===== src/hdl/pvc_pkg.sv =====
// ----------------------------------------------------------------------------
// pvc_pkg
// shared types and constants for the package version compare block
// ----------------------------------------------------------------------------
`default_nettype none
package pvc_pkg;
	localparam int MAX_LEN = 64;
	localparam int AW = $clog2(MAX_LEN);
	localparam int LW = $clog2(MAX_LEN + 1);

	localparam logic [7:0] CH_COLON = 8'h3a;
	localparam logic [7:0] CH_DASH  = 8'h2d;
	localparam logic [7:0] CH_ZERO  = 8'h30;

	typedef enum logic [3:0] {
		ST_LOAD, ST_COLON_A, ST_COLON_B, ST_DASH_A, ST_DASH_B,
		ST_PART, ST_NONDIG, ST_ZERO, ST_DIGIT, ST_DONE
	} state_t;

	typedef enum logic [2:0] {
		REL_ANY = 3'd0, REL_EQ = 3'd1, REL_LT = 3'd2,
		REL_LE = 3'd3, REL_GT = 3'd4, REL_GE = 3'd5
	} rel_t;

	function automatic logic is_dig(input logic [7:0] c);
		return c >= 8'h30 && c <= 8'h39;
	endfunction

	function automatic logic signed [9:0] weight(input logic [7:0] c);
		if (c == 8'h7e) return -10'sd1;
		if (is_dig(c) || c == 8'h00) return 10'sd0;
		if ((c >= 8'h61 && c <= 8'h7a) || (c >= 8'h41 && c <= 8'h5a))
			return signed'({2'b00, c});
		return signed'({2'b01, c});
	endfunction
endpackage
`default_nettype wire


===== src/hdl/pvc_buf.sv =====
// ----------------------------------------------------------------------------
// pvc_buf
// one string buffer with registered read port
// ----------------------------------------------------------------------------
`default_nettype none
module pvc_buf (
	input  wire logic                 clk,
	input  wire logic                 we,
	input  wire logic [pvc_pkg::AW-1:0] waddr,
	input  wire logic [7:0]           wdata,
	input  wire logic [pvc_pkg::AW-1:0] raddr,
	output logic      [7:0]           rdata
);
	import pvc_pkg::*;
	logic [7:0] mem_q [MAX_LEN];
	always_ff @(posedge clk) begin
		if (we) mem_q[waddr] <= wdata;
		rdata <= mem_q[raddr];
	end
endmodule
`default_nettype wire


===== src/hdl/package_version_compare_top.sv =====
// ----------------------------------------------------------------------------
// package_version_compare_top
// debian version comparison of two streamed strings
// ----------------------------------------------------------------------------
// channel  dir  fields
// s_axis   in   tdata: char_a, valid_a, char_b, valid_b, relation, first_exists
//               tlast: last
// m_axis   out  tdata: order, holds, overflow
// loading takes one request per cycle; on last the sequencer scans both
// buffers with one memory read per buffer per step, a read then a compare:
// colon search from the front, dash search from the end, then the parts
// walked character by character, after a setup state per part, to a done state.
// not ready from last until the result register is free.
// reset clears lengths, overflow flag, result register and the sequencer.
`default_nettype none
module package_version_compare_top (
	input  wire logic        clk,
	input  wire logic        arst_n,
	input  wire logic        s_axis_tvalid,
	output logic             s_axis_tready,
	// char_a[7:0], valid_a[8], char_b[16:9], valid_b[17], relation[20:18],
	// first_exists[21]
	input  wire logic [23:0] s_axis_tdata,
	input  wire logic        s_axis_tlast,
	output logic             m_axis_tvalid,
	input  wire logic        m_axis_tready,
	// order[1:0], holds[2], overflow[3]
	output logic [7:0]       m_axis_tdata
);
	import pvc_pkg::*;
	state_t st_q, st_d;
	logic [LW-1:0] len_a_q, len_b_q;
	logic [LW-1:0] ia_q, ib_q, ae_q, be_q;
	logic [LW-1:0] ea_q, eb_q, ua_q, ub_q, va_q, vb_q, ra_q, rb_q;
	logic [LW-1:0] pa, pb;
	logic [1:0] part_q;
	logic ovf_q, ex_q, fd_q, fdn_q, rd_q;
	logic [2:0] rel_q;
	logic signed [1:0] r_q;
	logic [7:0] xa, xb;
	logic acc, wa, wb;
	logic ina, inb, da, db, nda, ndb;
	logic signed [9:0] wa_c, wb_c;
	logic hold, out_free;

	assign acc = s_axis_tvalid && s_axis_tready;
	assign s_axis_tready = st_q == ST_LOAD;
	assign wa = acc && s_axis_tdata[8] && len_a_q < LW'(MAX_LEN);
	assign wb = acc && s_axis_tdata[17] && len_b_q < LW'(MAX_LEN);
	assign pa = (st_q == ST_DASH_A) ? ia_q - 1'b1 : ia_q;
	assign pb = (st_q == ST_DASH_B) ? ib_q - 1'b1 : ib_q;
	pvc_buf u_a (.clk, .we(wa), .waddr(len_a_q[AW-1:0]), .wdata(s_axis_tdata[7:0]),
		.raddr(pa[AW-1:0]), .rdata(xa));
	pvc_buf u_b (.clk, .we(wb), .waddr(len_b_q[AW-1:0]), .wdata(s_axis_tdata[16:9]),
		.raddr(pb[AW-1:0]), .rdata(xb));
	assign ina = ia_q < ae_q;
	assign inb = ib_q < be_q;
	assign da = ina && is_dig(xa);
	assign db = inb && is_dig(xb);
	assign nda = ina && !is_dig(xa);
	assign ndb = inb && !is_dig(xb);
	assign wa_c = ina ? weight(xa) : 10'sd0;
	assign wb_c = inb ? weight(xb) : 10'sd0;
	assign out_free = !m_axis_tvalid || m_axis_tready;

	always_ff @(posedge clk or negedge arst_n) begin
		if (!arst_n) st_q <= ST_LOAD;
		else st_q <= st_d;
	end

	always_comb begin
		st_d = st_q;
		case (st_q)
			ST_LOAD:    if (acc && s_axis_tlast) st_d = ST_COLON_A;
			ST_COLON_A: if ((!rd_q && ia_q == len_a_q) || (rd_q && xa == CH_COLON))
				st_d = ST_COLON_B;
			ST_COLON_B: if ((!rd_q && ib_q == len_b_q) || (rd_q && xb == CH_COLON))
				st_d = ST_DASH_A;
			ST_DASH_A:  if ((!rd_q && ia_q <= ua_q + 1'b1) || (rd_q && xa == CH_DASH))
				st_d = ST_DASH_B;
			ST_DASH_B:  if ((!rd_q && ib_q <= ub_q + 1'b1) || (rd_q && xb == CH_DASH))
				st_d = ST_PART;
			ST_PART:    st_d = ST_NONDIG;
			ST_NONDIG: if (rd_q) begin
				if (!ina && !inb) st_d = (part_q == 2'd2) ? ST_DONE : ST_PART;
				else if (nda || ndb) begin
					if (wa_c != wb_c) st_d = ST_DONE;
				end else st_d = ST_ZERO;
			end
			ST_ZERO: if (rd_q && !(ina && xa == CH_ZERO) && !(inb && xb == CH_ZERO))
				st_d = ST_DIGIT;
			ST_DIGIT: if (rd_q && !(da && db))
				st_d = (da || db || fdn_q) ? ST_DONE : ST_NONDIG;
			ST_DONE:    if (out_free) st_d = ST_LOAD;
			default:    st_d = ST_LOAD;
		endcase
	end

	// load counters and scan engine: one buffer read per step, issued then compared
	always_ff @(posedge clk or negedge arst_n) begin
		if (!arst_n) begin
			len_a_q <= '0; len_b_q <= '0; ovf_q <= 1'b0; rd_q <= 1'b0; part_q <= '0;
			ia_q <= '0; ib_q <= '0; ae_q <= '0; be_q <= '0;
			ea_q <= '0; eb_q <= '0; ua_q <= '0; ub_q <= '0;
			va_q <= '0; vb_q <= '0; ra_q <= '0; rb_q <= '0;
			rel_q <= '0; ex_q <= 1'b0; fd_q <= 1'b0; fdn_q <= 1'b0; r_q <= '0;
		end else begin
			case (st_q)
			ST_LOAD: if (acc) begin
				if (wa) len_a_q <= len_a_q + 1'b1;
				if (wb) len_b_q <= len_b_q + 1'b1;
				if ((s_axis_tdata[8] && !wa) || (s_axis_tdata[17] && !wb)) ovf_q <= 1'b1;
				rel_q <= s_axis_tdata[20:18]; ex_q <= s_axis_tdata[21];
				ia_q <= '0; ib_q <= '0; rd_q <= 1'b0; part_q <= '0;
			end
			ST_COLON_A: begin
				if (!rd_q) begin
					if (ia_q == len_a_q) begin ea_q <= '0; ua_q <= '0; end
					else rd_q <= 1'b1;
				end else begin
					rd_q <= 1'b0;
					if (xa == CH_COLON) begin
						ea_q <= ia_q; ua_q <= (ia_q == '0) ? '0 : ia_q + 1'b1;
						ia_q <= len_a_q;
					end else ia_q <= ia_q + 1'b1;
				end
				if (!rd_q && ia_q == len_a_q) ia_q <= len_a_q;
			end
			ST_COLON_B: begin
				if (!rd_q) begin
					if (ib_q == len_b_q) begin eb_q <= '0; ub_q <= '0; end
					else rd_q <= 1'b1;
				end else begin
					rd_q <= 1'b0;
					if (xb == CH_COLON) begin
						eb_q <= ib_q; ub_q <= (ib_q == '0) ? '0 : ib_q + 1'b1;
						ib_q <= len_b_q;
					end else ib_q <= ib_q + 1'b1;
				end
			end
			ST_DASH_A: begin
				if (!rd_q) begin
					if (ia_q <= ua_q + 1'b1) begin va_q <= len_a_q; ra_q <= len_a_q; end
					else rd_q <= 1'b1;
				end else begin
					rd_q <= 1'b0;
					if (xa == CH_DASH) begin va_q <= ia_q - 1'b1; ra_q <= ia_q; end
					else ia_q <= ia_q - 1'b1;
				end
			end
			ST_DASH_B: begin
				if (!rd_q) begin
					if (ib_q <= ub_q + 1'b1) begin vb_q <= len_b_q; rb_q <= len_b_q; end
					else rd_q <= 1'b1;
				end else begin
					rd_q <= 1'b0;
					if (xb == CH_DASH) begin vb_q <= ib_q - 1'b1; rb_q <= ib_q; end
					else ib_q <= ib_q - 1'b1;
				end
			end
			ST_PART: begin
				case (part_q)
					2'd0: begin ia_q <= '0; ae_q <= ea_q; ib_q <= '0; be_q <= eb_q; end
					2'd1: begin ia_q <= ua_q; ae_q <= va_q; ib_q <= ub_q; be_q <= vb_q; end
					default: begin ia_q <= ra_q; ae_q <= len_a_q; ib_q <= rb_q; be_q <= len_b_q; end
				endcase
				fdn_q <= 1'b0; fd_q <= 1'b0;
			end
			ST_NONDIG: begin
				if (!rd_q) rd_q <= 1'b1;
				else begin
					rd_q <= 1'b0;
					if (!ina && !inb) begin
						if (part_q == 2'd2) r_q <= 2'sd0; else part_q <= part_q + 1'b1;
					end else if (nda || ndb) begin
						if (wa_c != wb_c) r_q <= (wa_c > wb_c) ? 2'sd1 : -2'sd1;
						else begin
							if (ina) ia_q <= ia_q + 1'b1;
							if (inb) ib_q <= ib_q + 1'b1;
						end
					end
				end
			end
			ST_ZERO: begin
				if (!rd_q) rd_q <= 1'b1;
				else begin
					rd_q <= 1'b0;
					if (ina && xa == CH_ZERO) ia_q <= ia_q + 1'b1;
					else if (inb && xb == CH_ZERO) ib_q <= ib_q + 1'b1;
				end
			end
			ST_DIGIT: begin
				if (!rd_q) rd_q <= 1'b1;
				else begin
					rd_q <= 1'b0;
					if (da && db) begin
						if (!fdn_q && xa != xb) begin fdn_q <= 1'b1; fd_q <= xa > xb; end
						ia_q <= ia_q + 1'b1; ib_q <= ib_q + 1'b1;
					end else if (da) r_q <= 2'sd1;
					else if (db) r_q <= -2'sd1;
					else if (fdn_q) r_q <= fd_q ? 2'sd1 : -2'sd1;
				end
			end
			ST_DONE: if (out_free) begin
				len_a_q <= '0; len_b_q <= '0; ovf_q <= 1'b0;
			end
			default: ;
			endcase
		end
	end

	always_comb begin
		case (rel_q)
			REL_ANY: hold = ex_q;
			REL_EQ:  hold = r_q == 2'sd0;
			REL_LT:  hold = r_q < 2'sd0;
			REL_LE:  hold = r_q <= 2'sd0;
			REL_GT:  hold = r_q > 2'sd0;
			REL_GE:  hold = r_q >= 2'sd0;
			default: hold = 1'b0;
		endcase
	end

	always_ff @(posedge clk or negedge arst_n) begin
		if (!arst_n) begin
			m_axis_tvalid <= 1'b0;
			m_axis_tdata <= '0;
		end else if (st_q == ST_DONE && out_free) begin
			m_axis_tvalid <= 1'b1;
			m_axis_tdata <= {4'd0, ovf_q, hold, r_q};
		end else if (m_axis_tready) m_axis_tvalid <= 1'b0;
	end
`ifndef SYNTHESIS
	a_stable: assert property (@(posedge clk) disable iff (!arst_n)
		m_axis_tvalid && !m_axis_tready |=> m_axis_tvalid && $stable(m_axis_tdata))
		else $error("result changed while waiting");
	a_order: assert property (@(posedge clk) disable iff (!arst_n)
		m_axis_tvalid |-> m_axis_tdata[1:0] != 2'b10) else $error("order code");
	a_len: assert property (@(posedge clk) disable iff (!arst_n)
		len_a_q <= LW'(MAX_LEN) && len_b_q <= LW'(MAX_LEN)) else $error("length");
`endif
endmodule
`default_nettype wire

===== config.mk =====
export PLATFORM = sky130hd
export DESIGN_NAME = package_version_compare_top
export DESIGN_NICKNAME = d
export VERILOG_FILES = /design/src/hdl/pvc_pkg.sv /design/src/hdl/pvc_buf.sv /design/src/hdl/package_version_compare_top.sv
export SDC_FILE = /design/constraint.sdc
export NUM_CORES = 1
export LEC_CHECK = 0
export BUFFER_PORTS_ARGS = -buffer_cell sky130_fd_sc_hd__buf_2
export CAP_MARGIN = 0
export CORE_MARGIN = 2
export CORE_UTILIZATION = 41
export CTS_CLUSTER_DIAMETER = 80
export DETAILED_ROUTE_END_ITERATION = 16
export SYNTH_ARGS = -nofsm -noshare
export SYNTH_HDL_FRONTEND = slang
export SYNTH_SLANG_ARGS = --single-unit

===== constraint.sdc =====
create_clock -name clk -period 5.58 [get_ports clk]
set_input_delay 0 -clock clk [delete_from_list [all_inputs] [get_ports clk]]
set_output_delay 0 -clock clk [all_outputs]
set_load 0.01 [all_outputs]

## After elaboration in Yosys (flattened, before gate mapping)

Memories as Yosys holds them, arrays and structs flattened. A register that Yosys moved wholly into a read port is not among the register bits.
Index checks and enable logic that the tools add are counted.

- Memories: 2
- Bits in writable memories: 1024
- Output and inout port bits: 10
- Flip-flop bits (word level): 119
- Word-level logic and storage cells: 382
- Bits of input ports: 29

- Mux-type cells: 155
- Reductions and logical operators: 96
- Order comparisons: 24
- Add/subtract/negate cells: 9
- Equal/unequal tests: 71

Memories:

| name | depth | width | read ports | clocked after memory_dff | write ports | RTL line | RTL |
|---|---|---|---|---|---|---|---|
| u_a.mem_q | 64 | 8 | 1 | 1 | 1 | pvc_buf.sv:15 | `logic [7:0] mem_q [MAX_LEN];` |
| u_b.mem_q | 64 | 8 | 1 | 1 | 1 | pvc_buf.sv:15 |  |

Operator list:

| kind | count |
|---|---|
| 7-bit two-way mux | 56 |
| 10-bit two-way mux | 14 |
| 7-bit one-hot mux with 7 select lines | 2 |
| 7-bit one-hot mux with 2 select lines | 6 |
| 4-bit two-way mux | 14 |
| 2-bit != test (second input constant) | 26 |
| 8-bit by 6-bit equality test with 1-bit output (second input constant) | 6 |
| 7-bit by 1-bit adder with 7-bit output (second input constant) | 6 |
| 4-bit one-hot mux with 10 select lines | 1 |
| 1-bit two-way mux | 37 |
| 1-bit logical AND | 35 |
| 8-bit by 7-bit >= comparator with 1-bit output (second input constant) | 4 |
| 8-bit by 7-bit less-or-equal comparator with 1-bit output (second input constant) | 4 |
| 2-bit two-way mux | 16 |
| 2-bit by 1-bit != test with 1-bit output (second input constant) | 11 |
| 2-bit nonzero test | 9 |
| 4-bit by 3-bit equality test with 1-bit output (second input constant) | 4 |
| 8-bit by 7-bit equality test with 1-bit output (second input constant) | 2 |
| 8-bit by 6-bit >= comparator with 1-bit output (second input constant) | 2 |
| 8-bit by 6-bit less-or-equal comparator with 1-bit output (second input constant) | 2 |
| 8-bit zero test | 2 |
| 4-bit AND reduction | 4 |
| 15-bit AND reduction | 1 |
| 7-bit equality test | 2 |
| other kinds (42) | 89 |

## Depth between registers and ports, before layout

Gate-level depths: netlist (run 1).

- Word-level depth: 18
- Mapped depth: 18

## By module

A second synthesis (run 1) with hierarchy kept.

- Cells, all modules: 2974
- Area total of the unflattened synthesis: 49244.7 sq um

Modules (own cells, without submodules):

| module | area each (sq um) | cells an instance | instances |
|---|---|---|---|
| pvc_buf at u_a | 20190.6 | 972 | 1 |
| pvc_buf at u_b | 20164.3 | 940 | 1 |
| package_version_compare_top | 8889.8 | 1062 | 1 |

## Worst setup path after synthesis (run 1)

No wires, ideal clock.

- Path type: register to register
- Start: register st_q[1]
- End: register u_a.rdata[6], read port of u_a.mem_q
- Data required time: 5.510 ns
- Data arrival time: 3.863 ns
- Cell stages (with the launch flop): 19
- Setup slack: 1.647 ns
- Path through: dfrtp_1 -> buf_6 -> nand4bb_1 -> clkbuf_1 -> inv_1 -> buf_2 -> clkbuf_1 -> clkbuf_1 -> ha_1 -> clkbuf_1 -> clkbuf_1 -> clkbuf_1 -> clkbuf_1 -> o22ai_1 -> o21ai_0 -> o211ai_1 -> and3_1 -> a311oi_1 -> o2bb2ai_1

- Longest elaborated chain between the ends: 2

RTL lines:

| item | RTL line | RTL |
|---|---|---|
| start, declared | package_version_compare_top.sv:31 | `state_t st_q, st_d;` |
| start signal, assigned | package_version_compare_top.sv:68 | `else st_q <= st_d;` |
| 4-bit by 2-bit equality test with 1-bit output | package_version_compare_top.sv:50 | `assign pa = (st_q == ST_DASH_A) ? ia_q - 1'b1 : ia_q;` |
| 6-bit two-way mux | package_version_compare_top.sv:50 |  |
| end, declared | pvc_buf.sv:12 | `output logic [7:0] rdata` |

Every way passes these cells.
A chain may end at the register's enable or synchronous reset.

## Worst setup path after layout (run 1)

- Start: register ia_q[6]
- End: register ib_q[6]

- Longest elaborated chain between the ends: 5

RTL lines:

| item | RTL line | RTL |
|---|---|---|
| start, declared | package_version_compare_top.sv:33 | `logic [LW-1:0] ia_q, ib_q, ae_q, be_q;` |
| start signal, assigned | package_version_compare_top.sv:124 | `ia_q <= len_a_q;` |
| start signal, assigned | package_version_compare_top.sv:125 | `end else ia_q <= ia_q + 1'b1;` |
| start signal, assigned | package_version_compare_top.sv:127 | `if (!rd_q && ia_q == len_a_q) ia_q <= len_a_q;` |
| 7-bit less-than comparator (*) | package_version_compare_top.sv:56 | `assign ina = ia_q < ae_q;` |
| 10-bit two-way mux (tied with other cells) | package_version_compare_top.sv:62 | `assign wa_c = ina ? weight(xa) : 10'sd0;` |
| 10-bit != test (tied with other cells) | package_version_compare_top.sv:176 | `if (wa_c != wb_c) r_q <= (wa_c > wb_c) ? 2'sd1 : -2'sd1;` |
| 2-bit != test (no line) | n/a |  |
| 15-bit AND reduction (no line) (*) | n/a |  |
| end signal, assigned | package_version_compare_top.sv:179 | `if (inb) ib_q <= ib_q + 1'b1;` |
| end signal, assigned | package_version_compare_top.sv:189 | `else if (inb && xb == CH_ZERO) ib_q <= ib_q + 1'b1;` |
| end signal, assigned | package_version_compare_top.sv:198 | `ia_q <= ia_q + 1'b1; ib_q <= ib_q + 1'b1;` |
| end, declared | package_version_compare_top.sv:33 |  |

Mark *: on every way between the ends. The rest lies on a longest branch, timed or not.

==> results_dict.tcl, run 1 <==
set metrics [dict create \
    post-route-drc-count 0 \
    grt.total_usage_pct 20.1 \
    hpwl_um 79100 \
    ctsHtreeMaxLevel 3 \
    tightestPinTransition_ns 1.22 \
    numCtsBuffers 117 \
    fin_cells 5219 \
    ios 39 \
    cp.required_ns 6.19 \
    core_area_um2 122000 \
    place.gp.congestion 0.873 \
    ant_nets 0 \
    grt_pass1_wl_um 190000 \
    path_max_fanout 8 \
    vias 30100 \
    final.setup.tns_ns 0 \
    power.leakage_nw 18.7 \
    ir_drop_v 0.000404 \
    synthFlopType "edfxtp_1" \
    clock_latency_ns 0.72 \
    cts_setup_buffers 0 \
    path_clk_slew_ns 0.06 \
    syn_inst 3430 \
    wl_um 127000 \
    ys_seq_elements 1159 \
    antenna_found_initial 1 \
    fmax_mhz 217 \
    dr.pass1.iters 5 \
    power.density_nw_per_um2 519 \
    maxCapViolCount 0 \
    fin_nets 3578 \
    gr-total-overflow 0 \
    rows 128 \
    dp.cells 4976 \
    drtIter0Drc 2946 \
    slew_viol_final 0 \
    fin_skew_ns 0.0722 \
    synth_edf_count 1024 \
    finalHoldViolCount 0 \
    ys.warnings.count 0 \
    period_share_pct 82.5 \
    clock_path_buffers 3 \
    avgViaCountPerCell 5.77 \
    ys_seq_area_share_pct 67.9 \
    grt_max_degree 100 \
    grt_pass1_vias 29400 \
    async_flop_share_pct 10.3 \
    synth_area_um2 50200 \
    avgSynthCellArea_um2 14.6 \
    rsz0062_at_grt "no" \
    yosysTopAreaCell "edfxtp_1" \
    setup_viol 0 \
    die_w_um 354 \
    min_path_type "primary input to register" \
    synth_cell_type_count 87 \
    holdWs_ns 0.0133 \
    syn2layout_area_growth_pct 12.5 \
    drive_gt1_share_pct 14.7 \
    clkSinkCount 1159 \
    clockRootBuffer "clkbuf_16" \
    slew_headroom_pct 18.8 \
    crit_type "register to register" \
    port_buffers 32 \
    synth.area.top_cells "edfxtp_1 (61%), mux4_2 (6.7%), dfrtp_1 (5.9%), mux2i_1 (3.1%), nand2_1 (2.6%)" \
    end_kind "register" \
    fin_crit_ns 4.61 \
    start_util_pct 41.3 \
    cp-start-kind "register" \
    diodes 0 \
    cp.arrival_ns 5.21 \
    cts_tree "built" \
    die_area_um2 125000 \
    status "completed" \
    finalPower_mw 29.3 \
    avgRoutedWirePerCell_um 24.3 \
    die_h_um 354 \
    synth_top_area_share_pct 61.3 \
]
-- kinds of logic (layout without fill, tap and decap cells) --
logic type	after synthesis	in the layout	share of synthesized area [%]
and+or+nand+nor	977	977	9.08
AOI/OAI and AO/OA	579	579	7.93
adders and majority gates	58	58	1.45
DFF	1159	1159	67.9
other	1	4	0.00748
xor gates and xnor gates	53	53	0.925
buffers and inverters	273	434	2.32
muxes	330	330	10.4
-- critical path: stages, from the launching register on --
cell and delay, ns:
dfrtp_1 0.49, ha_1 0.35, nand2_1 0.06, o21ai_0 0.54, a21oi_1 0.25, and2_1 0.25
and3_1 0.17, a21o_1 0.16, ha_1 0.29, nand3_1 0.07, nor3_1 0.18, buf_4 0.17
o21ai_0 0.12, a221oi_2 0.57, nand3_1 0.43, mux2_2 0.38
-- per-layer routing --
| metal | vias up | track usage (%) | share of wire (%) |
|---|---|---|---|
| li1 | 13500 | - | - |
| met1 | 15300 | 28.8 | 44 |
| met2 | 1121 | 31.3 | 46 |
| met3 | 217 | 3.46 | 7.3 |
| met4 | 0 | 6.20 | 2.9 |
| met5 | - | 0 | 0 |
-- worst paths after layout --
check	end	startpoint	depth (start not counted)	slack, ns
min in group asynchronous	m_axis_tdata[3]	arst_n	4	0.40
worst min-delay path	u_a.mem_q[30][7]	s_axis_tdata[7]	2	0.01
worst min register to register	eb_q[4]	eb_q[4]	2	0.48
max in group asynchronous	rd_q	arst_n	4	4.38
worst max register to register	ib_q[6]	ia_q[6]	15	0.97
worst max-delay path	ib_q[6]	ia_q[6]	15	0.97
-- cells in the final DEF (no fill, tap or decap), types with 16 or more instances in the layout --
master and n:
a21oi_1 77, nor4_1 18, clkinv_1 23, buf_2 31, nand2_1 348, a31oi_1 25, a32oi_1 20, and2_1 16
a32o_1 17, mux2_2 25, or3_1 18, buf_4 97, edfxtp_1 1024, mux2i_1 152, dfrtp_1 117, clkbuf_16 117
nor3b_1 34, a211oi_1 40, mux4_2 150, dlygate4sd3_1 20, ha_1 56, o221ai_1 16, o21ai_0 123, nand3_1 91
o211ai_1 45, nor2b_1 22, clkinv_2 21, a22oi_1 25, xnor2_1 17, o31ai_1 22, dfxtp_1 16, nor2_1 244
o22ai_1 41, clkbuf_1 30, nor3_1 77, inv_1 52, a22o_1 18, xor2_1 34
-- synth_stat cells, types with 25 or more instances --
| master | count |
|---|---|
| edfxtp_1 | 1024 |
| nand2_1 | 349 |
| nor2_1 | 246 |
| mux2i_1 | 154 |
| mux4_2 | 150 |
| clkbuf_1 | 144 |
| o21ai_0 | 124 |
| dfrtp_1 | 119 |
| nand3_1 | 91 |
| nor3_1 | 79 |
| a21oi_1 | 77 |
| ha_1 | 58 |
| inv_1 | 52 |
| o211ai_1 | 45 |
| o22ai_1 | 41 |
| a211oi_1 | 40 |
| xor2_1 | 35 |
| nor3b_1 | 34 |
| buf_2 | 29 |
| buf_1 | 28 |
| a22oi_1 | 25 |
| a31oi_1 | 25 |
| mux2_2 | 25 |
-- through the flow --
step	setup slack (ns)	cell area (um^2)	utilization, %
after detailed placement	0.994	52400	43.1
final	0.974	56500	46.4
after floorplan	1.65	50200	-
after global routing	0.701	56500	46.4
after global placement	1.07	52400	43.1
after CTS	0.999	56500	46.4
-- cell type report --
type                    count  area [um^2]
clock buffers             154         3140
multi-input cells        2001        15100
fillers                 10600        65100
repair buffers            158         1290
clock inverters            68          644
well taps                1625         2030
inverters                  54          208
flip-flops and latches   1159        34100
-- where the power goes --
part	internal, mW	switching [mW]
registers	9.83	0.460
clock network	4.34	3.34
logic	4.44	6.87
-- registers in the layout, summed over array words and instances (netlist names), 7 cells and up --
name / cells
u_a.mem_q: 512
ib_q: 7
u_b.rdata: 8
ra_q: 7
u_a.rdata: 8
rb_q: 7
u_b.mem_q: 512
len_a_q: 7
len_b_q: 7
ua_q: 7
ea_q: 7
va_q: 7
ub_q: 7
ae_q: 7
be_q: 7
ia_q: 7
vb_q: 7
eb_q: 7
-- repair_timing --
item,in CTS,in global routing
gates resized for setup,0,0
hold buffers,21,0
hold endpoints to repair,597,0
(Power assumes the default switching activity.)
==> run 2, diff against run 1 <==
==> constraint.sdc (replaced) <==
create_clock -name clk -period 4.6 [get_ports clk]
set_input_delay 0 -clock clk [delete_from_list [all_inputs] [get_ports clk]]
set_output_delay 0 -clock clk [all_outputs]
set_load 0.01 [all_outputs]
==> results_dict.tcl, run 2 (synthesized netlist as in run 1, its figures left out) <==
set metrics [dict create \
    status "completed" \
    drive_gt1_share_pct 17.4 \
    die_h_um 354 \
    cp-start-kind "register" \
    cts_resized 0 \
    ant_nets 0 \
    grt.total_usage_pct 20.5 \
    tightestPinTransition_ns 1.20 \
    die_w_um 354 \
    end_kind "register" \
    top_regs "u_a.mem_q (512), u_b.mem_q (512)" \
    port_buffers 32 \
    rows 128 \
    maxCapViolCount 0 \
    grt_pass1_wl_um 194000 \
    cp.arrival_ns 4.90 \
    p_seq_share_pct 34.9 \
    drt-met1-wl_um 57100 \
    fmax_mhz 233 \
    slew_headroom_pct 19.9 \
    place.gp.congestion 0.870 \
    worstRegToRegCells 14 \
    fillers 10500 \
    syn2layout_area_growth_pct 14.6 \
    setup_viol 0 \
    numCtsBuffers 119 \
    start_util_pct 41.3 \
    reg2reg_slack_ns 0.30 \
    cts_setup_buffers 0 \
    clkSinkCount 1159 \
    diodes 0 \
    drtIter0Drc 3185 \
    period_share_pct 93.4 \
    finalHoldViolCount 0 \
    fin_skew_ns 0.0569 \
    power.share.clock_pct 25.7 \
    worst_slack_ns 0.304 \
    post-route-drc-count 0 \
    switchingPower_mw 13.0 \
    dr.pass1.iters 6 \
    antenna_found_initial 1 \
    final.setup.tns_ns 0 \
    comb_power_share_pct 39.3 \
    path_clk_slew_ns 0.06 \
    met2_length_um 59400 \
    power.density_nw_per_um2 620 \
    cp.required_ns 5.20 \
    gr-total-overflow 0 \
    route.met3.wl_um 9110 \
    crit_type "register to register" \
    cts_tree "built" \
    ctsHtreeMaxLevel 3 \
    fin_crit_ns 4.30 \
    cp_slowest_cell "a221oi_2" \
    path_cells "ha_1 -> a21oi_1 -> o21ai_0 -> a21oi_1 -> nand2_1 -> nor3_1 -> inv_1 -> ha_1 -> nand4_1 -> nor3_1 -> o21ai_0 -> a221oi_2 -> and2_1 -> mux2_2" \
    grt_pass1_vias 30200 \
    clockRootBuffer "clkbuf_16" \
    layout_common_cells "edfxtp_1 (1024), nand2_1 (348), nor2_1 (244), buf_4 (225), mux2i_1 (152)" \
    cpPeakStageDelay_ns 0.40 \
    power.leakage_nw 19.4 \
    avgRoutedWirePerCell_um 24.1 \
    die_area_um2 125000 \
    vias 30800 \
    clock_latency_ns 0.74 \
    r2r-end "ia_q[5]" \
    hpwl_um 81100 \
    fin_nets 3723 \
    grt_max_degree 68 \
    swShare_pct 36.5 \
    r2r_start "ib_q[6]" \
    avgViaCountPerCell 5.74 \
    clock_path_buffers 3 \
    ir_drop_v 0.000612 \
    rsz0062_at_grt "no" \
    slew_viol_final 0 \
    core_area_um2 122000 \
    pre_cts_slack_ns 0.387 \
    highest_layer "met5" \
    internal_power_mw 22.6 \
    path_max_fanout 7 \
    min_path_type "primary input to asynchronous set/reset pin" \
    wl_um 129000 \
    holdWs_ns 0.0218 \
    final_util_pct 47.3 \
    final_common_cell "edfxtp_1" \
    ios 39 \
]
==> run 2: what timing repair did <==
item                                    CTS  global route
endpoints found under the hold margin   910             0
endpoints found under the setup margin    0             0
hold buffers                             34             0
==> run 2: worst max-delay path, delay by kind of cell, from the launching register on <==
family	cells	cell delay, ns
AOI/OAI and AO/OA	5	1.43
and+or+nand+nor	5	1.23
adders and majority gates	2	0.62
DFF	1	0.39
muxes	1	0.39
buffers and inverters	1	0.10
==> run 2: metrics by stage <==
| step | power, mW | cell area [um^2] | instances |
|---|---|---|---|
| final | 35.6 | 57500 | 5358 |
| after global routing | 37.4 | 57500 | 5358 |
| after CTS | 35.8 | 57500 | 5358 |
| after detailed placement | 26.5 | 53400 | 5106 |
| after global placement | 26.4 | 53400 | 5106 |
| after floorplan | 21.7 | 50200 | 3433 |
==> run 2: area by class of cell <==
cell class                 instances  area, um^2  area share [%]
clock buffer                     141        3110            5.41
inverter                          54         208           0.361
tap                             1625        2030            3.54
timing repair buffer             301        2400            4.18
clock inverter                    77         593            1.03
sequential                      1159       34100            59.2
multi-input combinational       2001       15100            26.2
==> run 2: worst max-delay path by stage <==
stage	to	depth (start not counted)	from	slack (ns)
final	ia_q[5]	14	ib_q[6]	0.30
after global routing	ia_q[5]	14	ib_q[6]	0.03
after CTS	ia_q[5]	14	ib_q[6]	0.34
after detailed placement	ia_q[5]	14	ib_q[6]	0.39
after global placement	ia_q[5]	14	ib_q[6]	0.57
after floorplan	u_a.rdata[6]	18	st_q[1]	0.67
==> run 2: routing by layer <==
metal  vias to the layer above  track usage [%]
li1                      13800                -
met1                     15600             30.0
met2                      1135             31.6
met3                       222             3.01
met4                         2             6.58
met5                         -                0
==> run 2: power by group through the flow <==
stage / Combinational [mW] / Clock [mW] / Sequential (mW)
2_1_floorplan: 9.31 / 0 / 12.4
3_3_place_gp: 13.8 / 0 / 12.6
3_5_place_dp: 13.9 / 0 / 12.7
4_1_cts: 14.0 / 9.35 / 12.4
5_1_grt: 15.1 / 9.77 / 12.5
6_report: 14.0 / 9.17 / 12.4
